--- src/sv/art_pkg.sv ---
// ----------------------------------------------------------------------------
// Anchor range table package
// Shared types, command and status codes, and sizing constants.
// ----------------------------------------------------------------------------
`timescale 1ns / 1ps
`default_nettype none

package art_pkg;

	// Default table depth.
	localparam int ART_MAX_ANCHORS = 16;

	// Width of the three-term range sum.
	localparam int SUM_W = 18;

	// Division by three as a multiply by (2**19 + 1) / 3 and a shift right by 19.
	// The result is exact for every sum below 2**19, which covers SUM_W bits.
	localparam int RECIP_W = 18;
	localparam logic [RECIP_W-1:0] DIV3_RECIP = 18'd174763;
	localparam int DIV3_SHIFT = 19;
	localparam int PROD_W = SUM_W + RECIP_W;

	typedef enum logic [1:0] {
		CMD_ADD    = 2'd0,
		CMD_DELETE = 2'd1,
		CMD_UPDATE = 2'd2,
		CMD_QUERY  = 2'd3
	} cmd_t;

	typedef enum logic [1:0] {
		ST_DONE = 2'd0,
		ST_MISS = 2'd1,
		ST_FULL = 2'd2
	} status_t;

	// One command item.
	typedef struct packed {
		cmd_t               command;
		logic [15:0]        anchor_address;
		logic [15:0]        measured_range;
		logic signed [15:0] measured_power;
	} req_t;

	// One result item.
	typedef struct packed {
		status_t            status;
		logic [15:0]        filtered_range;
		logic signed [15:0] signal_power;
		logic [4:0]         entry_count;
	} rsp_t;

	// One stored table entry.
	typedef struct packed {
		logic [15:0]        address;
		logic [15:0]        latest;
		logic [15:0]        previous;
		logic signed [15:0] power;
	} entry_t;

	// Sequencer states.
	typedef enum logic [2:0] {
		SQ_IDLE,
		SQ_LOOK,
		SQ_SHIFT,
		SQ_DIV
	} art_state_t;

endpackage

`default_nettype wire

--- src/sv/art_div3.sv ---
// ----------------------------------------------------------------------------
// Divide by three
// Divides the range sum by three with a reciprocal multiply.
// ----------------------------------------------------------------------------
`timescale 1ns / 1ps
`default_nettype none

module art_div3
	import art_pkg::*;
(
	input  wire logic             clk,
	input  wire logic             arst_n,
	input  wire logic             start,
	input  wire logic [SUM_W-1:0] dividend,
	output logic                  done,
	output logic [15:0]           quotient
);

	logic              done_q;
	logic [15:0]       quot_q;
	logic [PROD_W-1:0] product;

	// Multiply by the scaled reciprocal of three; the shift drops the fraction.
	always_comb begin
		product = PROD_W'(dividend) * PROD_W'(DIV3_RECIP);
	end

	// Completion pulse in the cycle after start.
	always_ff @(posedge clk or negedge arst_n) begin
		if (!arst_n) begin
			done_q <= 1'b0;
		end else begin
			done_q <= start;
		end
	end

	// Quotient register.
	always_ff @(posedge clk) begin
		if (start) begin
			quot_q <= 16'(product >> DIV3_SHIFT);
		end
	end

	assign done = done_q;
	assign quotient = quot_q;

endmodule

`default_nettype wire

--- src/sv/anchor_range_table_core.sv ---
// ----------------------------------------------------------------------------
// Anchor range table core
// Ordered table of ranging anchors with add, delete, update and query items.
// ----------------------------------------------------------------------------
// An add, and any item naming address zero or an empty table, finishes without
// leaving the idle state. A lookup scans one entry per cycle through the
// registered memory read port; a delete moves later entries down one per cycle,
// and an update then waits in SQ_DIV for the multiply by a third.
// Throughput: one item at a time; busy falls as the result is strobed.
// Reset clears the entry count and sequencer; the result cannot be stalled.
`timescale 1ns / 1ps
`default_nettype none

module anchor_range_table_core
	import art_pkg::*;
#(
	parameter int MAX_ANCHORS = ART_MAX_ANCHORS
) (
	input  wire logic clk,
	input  wire logic arst_n,
	input  wire logic start,
	input  wire req_t request,
	output logic      busy,
	output logic      done,
	output rsp_t      response
);

	localparam int CNT_W = $clog2(MAX_ANCHORS + 1);
	localparam int IDX_W = (MAX_ANCHORS > 1) ? $clog2(MAX_ANCHORS) : 1;

	art_state_t state_q, state_d;
	req_t       req_q;
	logic [IDX_W-1:0] idx_q, idx_d;
	logic [CNT_W-1:0] count_q, count_d;
	logic       done_q;
	rsp_t       rsp_q;

	// Table memory.
	entry_t mem [MAX_ANCHORS];
	entry_t rd_q;
	logic   mem_we, mem_re;
	logic [IDX_W-1:0] mem_wa, mem_ra;
	entry_t mem_wd;

	// Divider hookup.
	logic             div_start;
	logic [SUM_W-1:0] div_sum;
	logic             div_done;
	logic [15:0]      div_quot;

	// Finish signals.
	logic fin;
	rsp_t fin_rsp;

	logic [CNT_W:0] idx_p1, idx_p2, count_x;
	logic           hit, last;

	art_div3 u_div (
		.clk      (clk),
		.arst_n   (arst_n),
		.start    (div_start),
		.dividend (div_sum),
		.done     (div_done),
		.quotient (div_quot)
	);

	// Index arithmetic, one bit wider than the count so nothing wraps.
	always_comb begin
		idx_p1 = (CNT_W + 1)'(idx_q) + 1'b1;
		idx_p2 = (CNT_W + 1)'(idx_q) + 2'd2;
		count_x = (CNT_W + 1)'(count_q);
		hit = (rd_q.address == req_q.anchor_address);
		last = (idx_p1 == count_x);
		div_sum = SUM_W'(req_q.measured_range) + SUM_W'(rd_q.latest)
			+ SUM_W'(rd_q.previous);
	end

	// Sequencer: next state, memory control and result selection.
	always_comb begin
		state_d = state_q;
		idx_d = idx_q;
		count_d = count_q;
		mem_we = 1'b0;
		mem_wa = '0;
		mem_wd = '0;
		mem_re = 1'b0;
		mem_ra = '0;
		div_start = 1'b0;
		fin = 1'b0;
		fin_rsp = '0;
		fin_rsp.status = ST_DONE;
		fin_rsp.entry_count = 5'(count_q);

		case (state_q)
			SQ_IDLE: begin
				if (start) begin
					idx_d = '0;
					if (request.command == CMD_ADD) begin
						fin = 1'b1;
						if (count_x < (CNT_W + 1)'(MAX_ANCHORS)) begin
							mem_we = 1'b1;
							mem_wa = IDX_W'(count_q);
							mem_wd.address = request.anchor_address;
							count_d = count_q + 1'b1;
							fin_rsp.entry_count = 5'(count_q + 1'b1);
						end else begin
							fin_rsp.status = ST_FULL;
						end
					end else if (request.anchor_address == 16'd0 || count_q == '0) begin
						fin = 1'b1;
						fin_rsp.status = ST_MISS;
					end else begin
						mem_re = 1'b1;
						mem_ra = '0;
						state_d = SQ_LOOK;
					end
				end
			end

			// One stored address compared per cycle.
			SQ_LOOK: begin
				if (hit) begin
					case (req_q.command)
						CMD_DELETE: begin
							if (last) begin
								fin = 1'b1;
								count_d = count_q - 1'b1;
								fin_rsp.entry_count = 5'(count_q - 1'b1);
								state_d = SQ_IDLE;
							end else begin
								mem_re = 1'b1;
								mem_ra = IDX_W'(idx_p1);
								state_d = SQ_SHIFT;
							end
						end
						CMD_UPDATE: begin
							div_start = 1'b1;
							state_d = SQ_DIV;
						end
						CMD_QUERY: begin
							fin = 1'b1;
							fin_rsp.filtered_range = rd_q.latest;
							fin_rsp.signal_power = rd_q.power;
							state_d = SQ_IDLE;
						end
						default: begin
							state_d = SQ_IDLE;
						end
					endcase
				end else if (last) begin
					fin = 1'b1;
					fin_rsp.status = ST_MISS;
					state_d = SQ_IDLE;
				end else begin
					mem_re = 1'b1;
					mem_ra = IDX_W'(idx_p1);
					idx_d = IDX_W'(idx_p1);
				end
			end

			// Compaction: the entry just read moves down one place.
			SQ_SHIFT: begin
				mem_we = 1'b1;
				mem_wa = idx_q;
				mem_wd = rd_q;
				idx_d = IDX_W'(idx_p1);
				if (idx_p2 < count_x) begin
					mem_re = 1'b1;
					mem_ra = IDX_W'(idx_p2);
				end else begin
					fin = 1'b1;
					count_d = count_q - 1'b1;
					fin_rsp.entry_count = 5'(count_q - 1'b1);
					state_d = SQ_IDLE;
				end
			end

			// Wait for the filtered range, then write the entry back.
			SQ_DIV: begin
				if (div_done) begin
					mem_we = 1'b1;
					mem_wa = idx_q;
					mem_wd.address = rd_q.address;
					mem_wd.latest = div_quot;
					mem_wd.previous = rd_q.latest;
					mem_wd.power = req_q.measured_power;
					fin = 1'b1;
					fin_rsp.filtered_range = div_quot;
					fin_rsp.signal_power = req_q.measured_power;
					state_d = SQ_IDLE;
				end
			end

			default: begin
				state_d = SQ_IDLE;
			end
		endcase
	end

	// Control registers.
	always_ff @(posedge clk or negedge arst_n) begin
		if (!arst_n) begin
			state_q <= SQ_IDLE;
			idx_q   <= '0;
			count_q <= '0;
			done_q  <= 1'b0;
		end else begin
			state_q <= state_d;
			idx_q   <= idx_d;
			count_q <= count_d;
			done_q  <= fin;
		end
	end

	// Captured item and result payload.
	always_ff @(posedge clk) begin
		if (state_q == SQ_IDLE && start) begin
			req_q <= request;
		end
		if (fin) begin
			rsp_q <= fin_rsp;
		end
	end

	// Table memory with registered read data.
	always_ff @(posedge clk) begin
		if (mem_we) begin
			mem[mem_wa] <= mem_wd;
		end
		if (mem_re) begin
			rd_q <= mem[mem_ra];
		end
	end

	assign busy = (state_q != SQ_IDLE);
	assign done = done_q;
	assign response = rsp_q;

endmodule

`default_nettype wire

--- config.mk ---
export PLATFORM = sky130hd
export DESIGN_NAME = anchor_range_table_core
export DESIGN_NICKNAME = d
export VERILOG_FILES = /design/src/sv/art_pkg.sv /design/src/sv/art_div3.sv /design/src/sv/anchor_range_table_core.sv
export SDC_FILE = /design/constraint.sdc
export NUM_CORES = 2
export LEC_CHECK = 0
export BUFFER_PORTS_ARGS = -buffer_cell sky130_fd_sc_hd__buf_4
export CAP_MARGIN = 20
export CORE_ASPECT_RATIO = 1.1
export CORE_MARGIN = 2
export CORE_UTILIZATION = 31
export CTS_CLUSTER_DIAMETER = 80
export DETAILED_ROUTE_END_ITERATION = 10
export PLACE_DENSITY_LB_ADDON = 0.05
export SYNTH_ARGS = -nofsm -noshare
export SYNTH_HDL_FRONTEND = slang
export SYNTH_SLANG_ARGS = --single-unit
--- constraint.sdc ---
create_clock -name clk -period 9.5 [get_ports clk]
set_input_delay 2.85 -clock clk [delete_from_list [all_inputs] [get_ports clk]]
set_output_delay 2.85 -clock clk [all_outputs]
set_load 0.05 [all_outputs]
* After elaboration in Yosys (flattened, before gate mapping)
Memory sizes are Yosys's and may differ from the RTL's. A register that Yosys moved wholly into a read port is not among the register bits. Index checks and enable logic that the tools add are counted.
Word-level totals: memories 1, RAM bits 1024, output and inout port bits 41, register bits after elaboration 119, logic and storage cells 128, input bits 53
Operators by class: reduce and logical (&&, ||, !) cells 11, multiplexer cells 76, multiply operators 1, $add $sub $neg 6, eq/ne operators 17, order comparisons 2
Memories:
- mem | words 16, width 64, read ports 1, clocked after Yosys merged registers in 1, write ports 1, line anchor_range_table_core.sv:39 | entry_t mem [MAX_ANCHORS];
Operator list (count):
- $pmux 48 s2 | 1
- $mux 32 | 2
- $mux 64 | 1
- $pmux 32 s2 | 1
- $mux 16 | 3
- $pmux 16 s3 | 1
- $mux 4 | 11
- $mux 37 | 1
- $mul 18x18->35 const B | 1
- $mux 5 | 7
- $pmux 5 s3 | 2
- $mux 1 | 24
- $pmux 4 s3 | 2
- $mux 3 | 7
- $add 17x16->18 | 1
- $add 16x16->17 | 1
- $eq 16x16->1 | 1
- $logic_not 16->1 | 1
- $ne 2x2->1 const B | 7
- $pmux 3 s4 | 1
- $mux 2 | 5
- $pmux 2 s2 | 2
- $pmux 4 s2 | 1
- $eq 3x2->1 const B | 2
- 24 further kinds | 27

* Logic depth before layout (Yosys ltp)
word-level depth 7, depth in mapped cells 33, depth with buffers taken out 33

* Modules after synthesis
From an unflattened synthesis, not the netlist that was laid out.
Second synthesis, totals: cell total of the unflattened synthesis 4079, area, all modules 55579.6 um2
Modules (own cells, without submodules):
- anchor_range_table_core | cells each 3396, instances 1, sequential area each 35644.2 um2, area an instance 49069.6 um2
- art_div3 | cells each 683, instances 1, sequential area each 505.5 um2, area an instance 6510.0 um2

* Worst setup path before layout
No wires, ideal clock.
kind input -> register, start input port start, end memory mem[3][0] in the netlist's numbering, enable pin, buffers on the path 0, path slack -1085 ps, arrival 10008 ps, stages 5, required time 8922 ps, setup time 578 ps, path through and2_0 -> a32oi_1 -> nor2_1 -> nand2b_1 -> nor3b_1
On the way: longest elaborated chain between the ends 4, elaborated cells on any way between the ends 6, classes of those cells mux (6)
RTL lines:
- start: declaration | line anchor_range_table_core.sv:21 | input wire logic start,
- $mux 1 | line anchor_range_table_core.sv:96 | if (start) begin
- $pmux 1 s3 | line anchor_range_table_core.sv:94 | case (state_q)
- $mux 1 | line anchor_range_table_core.sv:227 | if (mem_we) begin
- $mux 1 (not written as such) | line anchor_range_table_core.sv:228 | mem[mem_wa] <= mem_wd;
- end: declaration | line anchor_range_table_core.sv:39
Parallel ways exist; a longest one is shown, timed or not.

* Worst setup path after layout
start register, netlist name rd_q[34], end register u_div.quot_q[15], in the netlist u_div.quotient[15] (data pin)
On the way: longest elaborated chain between the ends 3
RTL lines:
- $add 16x16->17 | line anchor_range_table_core.sv:74 | div_sum = SUM_W'(req_q.measured_range) + SUM_W'(rd_q.latest)
- $add 17x16->18 | line anchor_range_table_core.sv:75 | + SUM_W'(rd_q.previous);
- $mul 18x18->35 | line art_div3.sv:25 | product = PROD_W'(dividend) * PROD_W'(DIV3_RECIP);
- via u_div.product[34] | line art_div3.sv:21 | logic [PROD_W-1:0] product;
- end signal: assignment | line art_div3.sv:40 | quot_q <= 16'(product >> DIV3_SHIFT);
- end: declaration | line art_div3.sv:20 | logic [15:0] quot_q;
The timed path passes the listed nets, and every way through them passes these cells. A chain may end at the register's enable or synchronous reset.

==> impl_metrics.prom <==
# TYPE chip_impl_metric gauge
chip_impl_metric{name="drt_drc_violations_left",unit=""} 0
chip_impl_metric{name="globalplace.congestion",unit=""} 0.800
chip_impl_metric{name="finClkSkew",unit="ps"} 30.8
chip_impl_metric{name="insertion_delay",unit="ps"} 780
chip_impl_info{name="post-synth-top-count-cell",value="sky130_fd_sc_hd__edfxtp_1"} 1
chip_impl_metric{name="cts.reportedPaths.clkPinSlew",unit="ps"} 60
chip_impl_metric{name="cts_buffer_count",unit=""} 142
chip_impl_metric{name="fp.dieArea",unit="mm2"} 0.183
chip_impl_metric{name="final-setup-viol-count",unit=""} 0
chip_impl_metric{name="synth_seq_cells",unit=""} 1206
chip_impl_metric{name="post_drt_wl_per_cell",unit="um"} 28.6
chip_impl_metric{name="post_detail_place_hpwl",unit="mm"} 99.4
chip_impl_metric{name="cells_after_synthesis",unit=""} 3864
chip_impl_metric{name="post_route_cells_drive_above_1_share",unit="%"} 11.7
chip_impl_metric{name="max-cap-violations",unit=""} 0
chip_impl_metric{name="compound_gate_portion_of_the_synthesized_area",unit="%"} 10.9
chip_impl_metric{name="postSynthNetCount",unit=""} 4227
chip_impl_metric{name="yosysSeqAreaShare",unit="%"} 65.0
chip_impl_info{name="synth.largest_area_cell",value="sky130_fd_sc_hd__edfxtp_1"} 1
chip_impl_metric{name="synth.avg_cell_area",unit="um2"} 14.4
chip_impl_metric{name="longest_clk_path_bufs",unit=""} 3
chip_impl_info{name="worst_setup_path_endpoint",value="u_div.quotient[15]"} 1
chip_impl_metric{name="post_synth_mux_area_share",unit="%"} 2.67
chip_impl_metric{name="core",unit="mm2"} 0.179
chip_impl_metric{name="layout.cell_area.non_filler",unit="mm2"} 0.0636
chip_impl_info{name="status",value="finished, final reports clean"} 1
chip_impl_metric{name="worstPathMaxFanout",unit=""} 6
chip_impl_metric{name="cp_slowest_stage_delay",unit="ps"} 540
chip_impl_metric{name="cts_hold_buffers",unit=""} 0
chip_impl_metric{name="overflow",unit=""} 0
chip_impl_info{name="yosys-top-cells-area",value="sky130_fd_sc_hd__edfxtp_1 64%, sky130_fd_sc_hd__fa_1 4.5%, sky130_fd_sc_hd__ha_1 4.2%"} 1
chip_impl_info{name="grt_setup_unrepaired",value="false"} 1
chip_impl_metric{name="antenna_left",unit=""} 0
chip_impl_metric{name="synth_adder_area_share",unit="%"} 8.65
chip_impl_metric{name="route.vias.total",unit=""} 33894
chip_impl_metric{name="final-hold-violation-count",unit=""} 0
chip_impl_metric{name="worst_pin_slew",unit="ps"} 1060
chip_impl_metric{name="placementRows",unit=""} 163
chip_impl_metric{name="grt.total_usage",unit="%"} 20.0
chip_impl_metric{name="viasPerCell",unit=""} 5.29
chip_impl_metric{name="port-buffer-count",unit=""} 93
chip_impl_metric{name="placed_area",unit="mm2"} 0.0592
chip_impl_metric{name="detail_route.iter0.violations",unit=""} 2329
chip_impl_metric{name="cts.htree.levels",unit=""} 4
chip_impl_info{name="reg2reg_capture_point",value="u_div.quotient[15]"} 1
chip_impl_metric{name="first_global_vias",unit=""} 34915
chip_impl_metric{name="grt_antenna_before_repair",unit=""} 3
chip_impl_info{name="cts_tree",value="done"} 1
chip_impl_metric{name="totalWireLength",unit="mm"} 183
chip_impl_metric{name="synth_area",unit="mm2"} 0.0556
chip_impl_info{name="critical_path.slowest_cell",value="sky130_fd_sc_hd__a2111oi_1"} 1
chip_impl_metric{name="post_synth_and_or_nand_nor_area_fraction",unit="%"} 7.91
chip_impl_metric{name="min_path_cells",unit=""} 1
chip_impl_metric{name="yosysUniqueCellTypes",unit=""} 79
chip_impl_metric{name="synth-edff-count",unit=""} 1193
chip_impl_info{name="synth_top_family_by_area",value="compound AO/OA/AOI/OAI gates"} 1
chip_impl_metric{name="floorplan.die.height",unit="um"} 448
chip_impl_metric{name="timing_max_transition_violations_final",unit=""} 0
chip_impl_metric{name="worst_slew_margin_rel",unit="%"} 29.2
chip_impl_info{name="timing.setup.critical_path_class",value="flip-flop to flip-flop"} 1
chip_impl_metric{name="floorplan.io_pins",unit=""} 94
chip_impl_metric{name="timing.final.crit_share",unit="%"} 93.9
chip_impl_info{name="worst_setup_path_startpoint",value="rd_q[34]"} 1
chip_impl_metric{name="first_pass_detailed_route_iteration_total",unit=""} 5
chip_impl_metric{name="floorplan.die.width",unit="um"} 408
chip_impl_metric{name="tns",unit="ps"} 0
chip_impl_metric{name="grt_pass1_wl",unit="mm"} 264
chip_impl_info{name="synthTopCellsByCount",value="1193 x sky130_fd_sc_hd__edfxtp_1, 273 x sky130_fd_sc_hd__nand3_1, 265 x sky130_fd_sc_hd__and3_1"} 1
chip_impl_metric{name="ys.warnings.count",unit=""} 0
chip_impl_metric{name="post-route-min-period",unit="ps"} 8920
chip_impl_info{name="holdCritPathClass",value="flip-flop to flip-flop"} 1
chip_impl_metric{name="arrival",unit="ps"} 9430
chip_impl_metric{name="synthDominantCellAreaShare",unit="%"} 64.4
chip_impl_info{name="worstSetupStartpointType",value="flip-flop"} 1
chip_impl_metric{name="floorplan.initialDensity",unit="%"} 31.1
chip_impl_info{name="critical_path.endpoint_type",value="flip-flop"} 1
chip_impl_metric{name="timing.reg2reg.setup_slack",unit="ps"} 580
chip_impl_metric{name="area_growth_from_synthesis_to_layout",unit="%"} 14.4
chip_impl_metric{name="async_flop_share",unit="%"} 1.08
chip_impl_metric{name="cts_sinks",unit=""} 1206
chip_impl_metric{name="synthXorXnorAreaFrac",unit="%"} 1.04
chip_impl_metric{name="worst-endpoint-required",unit="ps"} 10020
chip_impl_metric{name="timing.reg2reg.worst_path_depth",unit=""} 29
chip_impl_metric{name="grt_start_max_net_pins",unit=""} 135
chip_impl_info{name="synth_flop_cell",value="sky130_fd_sc_hd__edfxtp_1"} 1
chip_impl_metric{name="timing.fmax",unit="MHz"} 112
chip_impl_metric{name="final_nets",unit=""} 4282
chip_impl_metric{name="final_core_utilization",unit="%"} 35.5
chip_impl_info{name="ctsRootBufferMaster",value="sky130_fd_sc_hd__clkbuf_16"} 1
chip_impl_info{name="worst_r2r_startpoint",value="rd_q[34]"} 1
## metal layers
layer / up-vias / track usage [%] / wire [um]
met1: 17974 / 27.7 / 86100
met2: 591 / 33.6 / 88700
met5: - / 0 / 0
met4: 0 / 4.29 / 3020
li1: 15130 / - / -
met3: 199 / 2.25 / 5440
## flip-flops by register name, summed over array words and instances (netlist names)
signal	cells
mem	1024
rd_q	64
req_q	50
response	39
u_div.quotient	16
count_q	5
idx_q	4
state_q	2
done	1
u_div.done	1
## metrics by stage
| step | hold WS, ps | worst slack, ps | instances |
|---|---|---|---|
| finish | 578 | 584 | 6409 |
| floorplan | 528 | 593 | 3864 |
| global placement | 556 | 474 | 6158 |
| CTS | 577 | 403 | 6400 |
| detailed placement | 559 | 448 | 6160 |
| global route | 608 | 51.7 | 6407 |
## what timing repair did
action                     in CTS  in global routing
resized for setup               0                  1
setup endpoints to repair       0                  1
setup buffers                   0                  0
## worst max-delay path, delay by kind of cell, from the launching register on
family	cells	cell delay, ps
simple gates	2	550
buf+inv	5	330
flops	1	430
compound gates	10	3000
xor+xnor	2	290
fa+ha+maj	9	3740
mux	1	310
## final cells by class
cell class / instances / area [um2]
well taps: 2392 / 2990
multi-input cells: 2125 / 17600
clock buffers: 179 / 3730
inverters: 258 / 968
fillers: 17245 / 115000
diodes: 2 / 5.00
repair buffers: 186 / 1630
flip-flops and latches: 1206 / 36100
clock inverters: 61 / 518
## cell usage in the layout (no fill, tap or decap), types with 7 or more instances in the layout
cell | netlist | final
sky130_fd_sc_hd__buf_4 | 11 | 163
sky130_fd_sc_hd__a21oi_1 | 38 | 37
sky130_fd_sc_hd__xnor2_1 | 34 | 34
sky130_fd_sc_hd__dfrtp_1 | 13 | 13
sky130_fd_sc_hd__clkinv_2 | 0 | 9
sky130_fd_sc_hd__clkinv_1 | 1 | 32
sky130_fd_sc_hd__nand4_1 | 7 | 7
sky130_fd_sc_hd__mux2_2 | 55 | 55
sky130_fd_sc_hd__inv_1 | 257 | 257
sky130_fd_sc_hd__o211ai_1 | 196 | 196
sky130_fd_sc_hd__o21ai_0 | 152 | 152
sky130_fd_sc_hd__a211oi_1 | 260 | 260
sky130_fd_sc_hd__nor2_1 | 65 | 48
sky130_fd_sc_hd__nand3_1 | 273 | 273
sky130_fd_sc_hd__clkbuf_1 | 179 | 35
sky130_fd_sc_hd__ha_1 | 186 | 185
sky130_fd_sc_hd__or4_1 | 66 | 64
sky130_fd_sc_hd__edfxtp_1 | 1193 | 1193
sky130_fd_sc_hd__mux2_1 | 77 | 77
sky130_fd_sc_hd__clkbuf_16 | 0 | 144
sky130_fd_sc_hd__nand2_1 | 28 | 26
sky130_fd_sc_hd__o21a_1 | 7 | 7
sky130_fd_sc_hd__xor2_1 | 29 | 29
sky130_fd_sc_hd__a22oi_1 | 21 | 21
sky130_fd_sc_hd__nor4_1 | 8 | 8
sky130_fd_sc_hd__and3_1 | 265 | 265
sky130_fd_sc_hd__fa_1 | 124 | 124
sky130_fd_sc_hd__buf_12 | 0 | 16
sky130_fd_sc_hd__nor2_4 | 0 | 15
sky130_fd_sc_hd__a22o_1 | 83 | 83
sky130_fd_sc_hd__nor3_1 | 13 | 12
sky130_fd_sc_hd__or3_1 | 7 | 7
sky130_fd_sc_hd__a21o_1 | 12 | 12
sky130_fd_sc_hd__nand2b_1 | 9 | 9
sky130_fd_sc_hd__or2_2 | 7 | 7
## kinds of logic after synthesis
logic type | count (synthesis)
XOR/XNOR | 64
flip-flops | 1206
buffers and inverters | 533
AO/OA/AOI/OAI | 842
AND/OR/NAND/NOR | 777
adder cells (fa/ha/maj) | 310
multiplexers | 132
## worst min path at each step
stage                from           end
2_1_floorplan  state_q[0]    state_q[0]
4_1_cts        state_q[0]    state_q[0]
3_3_place_gp     req_q[5]  response[10]
6_report       state_q[0]    state_q[0]
5_1_grt        state_q[0]    state_q[0]
3_5_place_dp   state_q[0]    state_q[0]
Power is left out: the tool's default activity adds up to more than one toggle a clock period on the data nets, which glitch-free logic cannot reach.
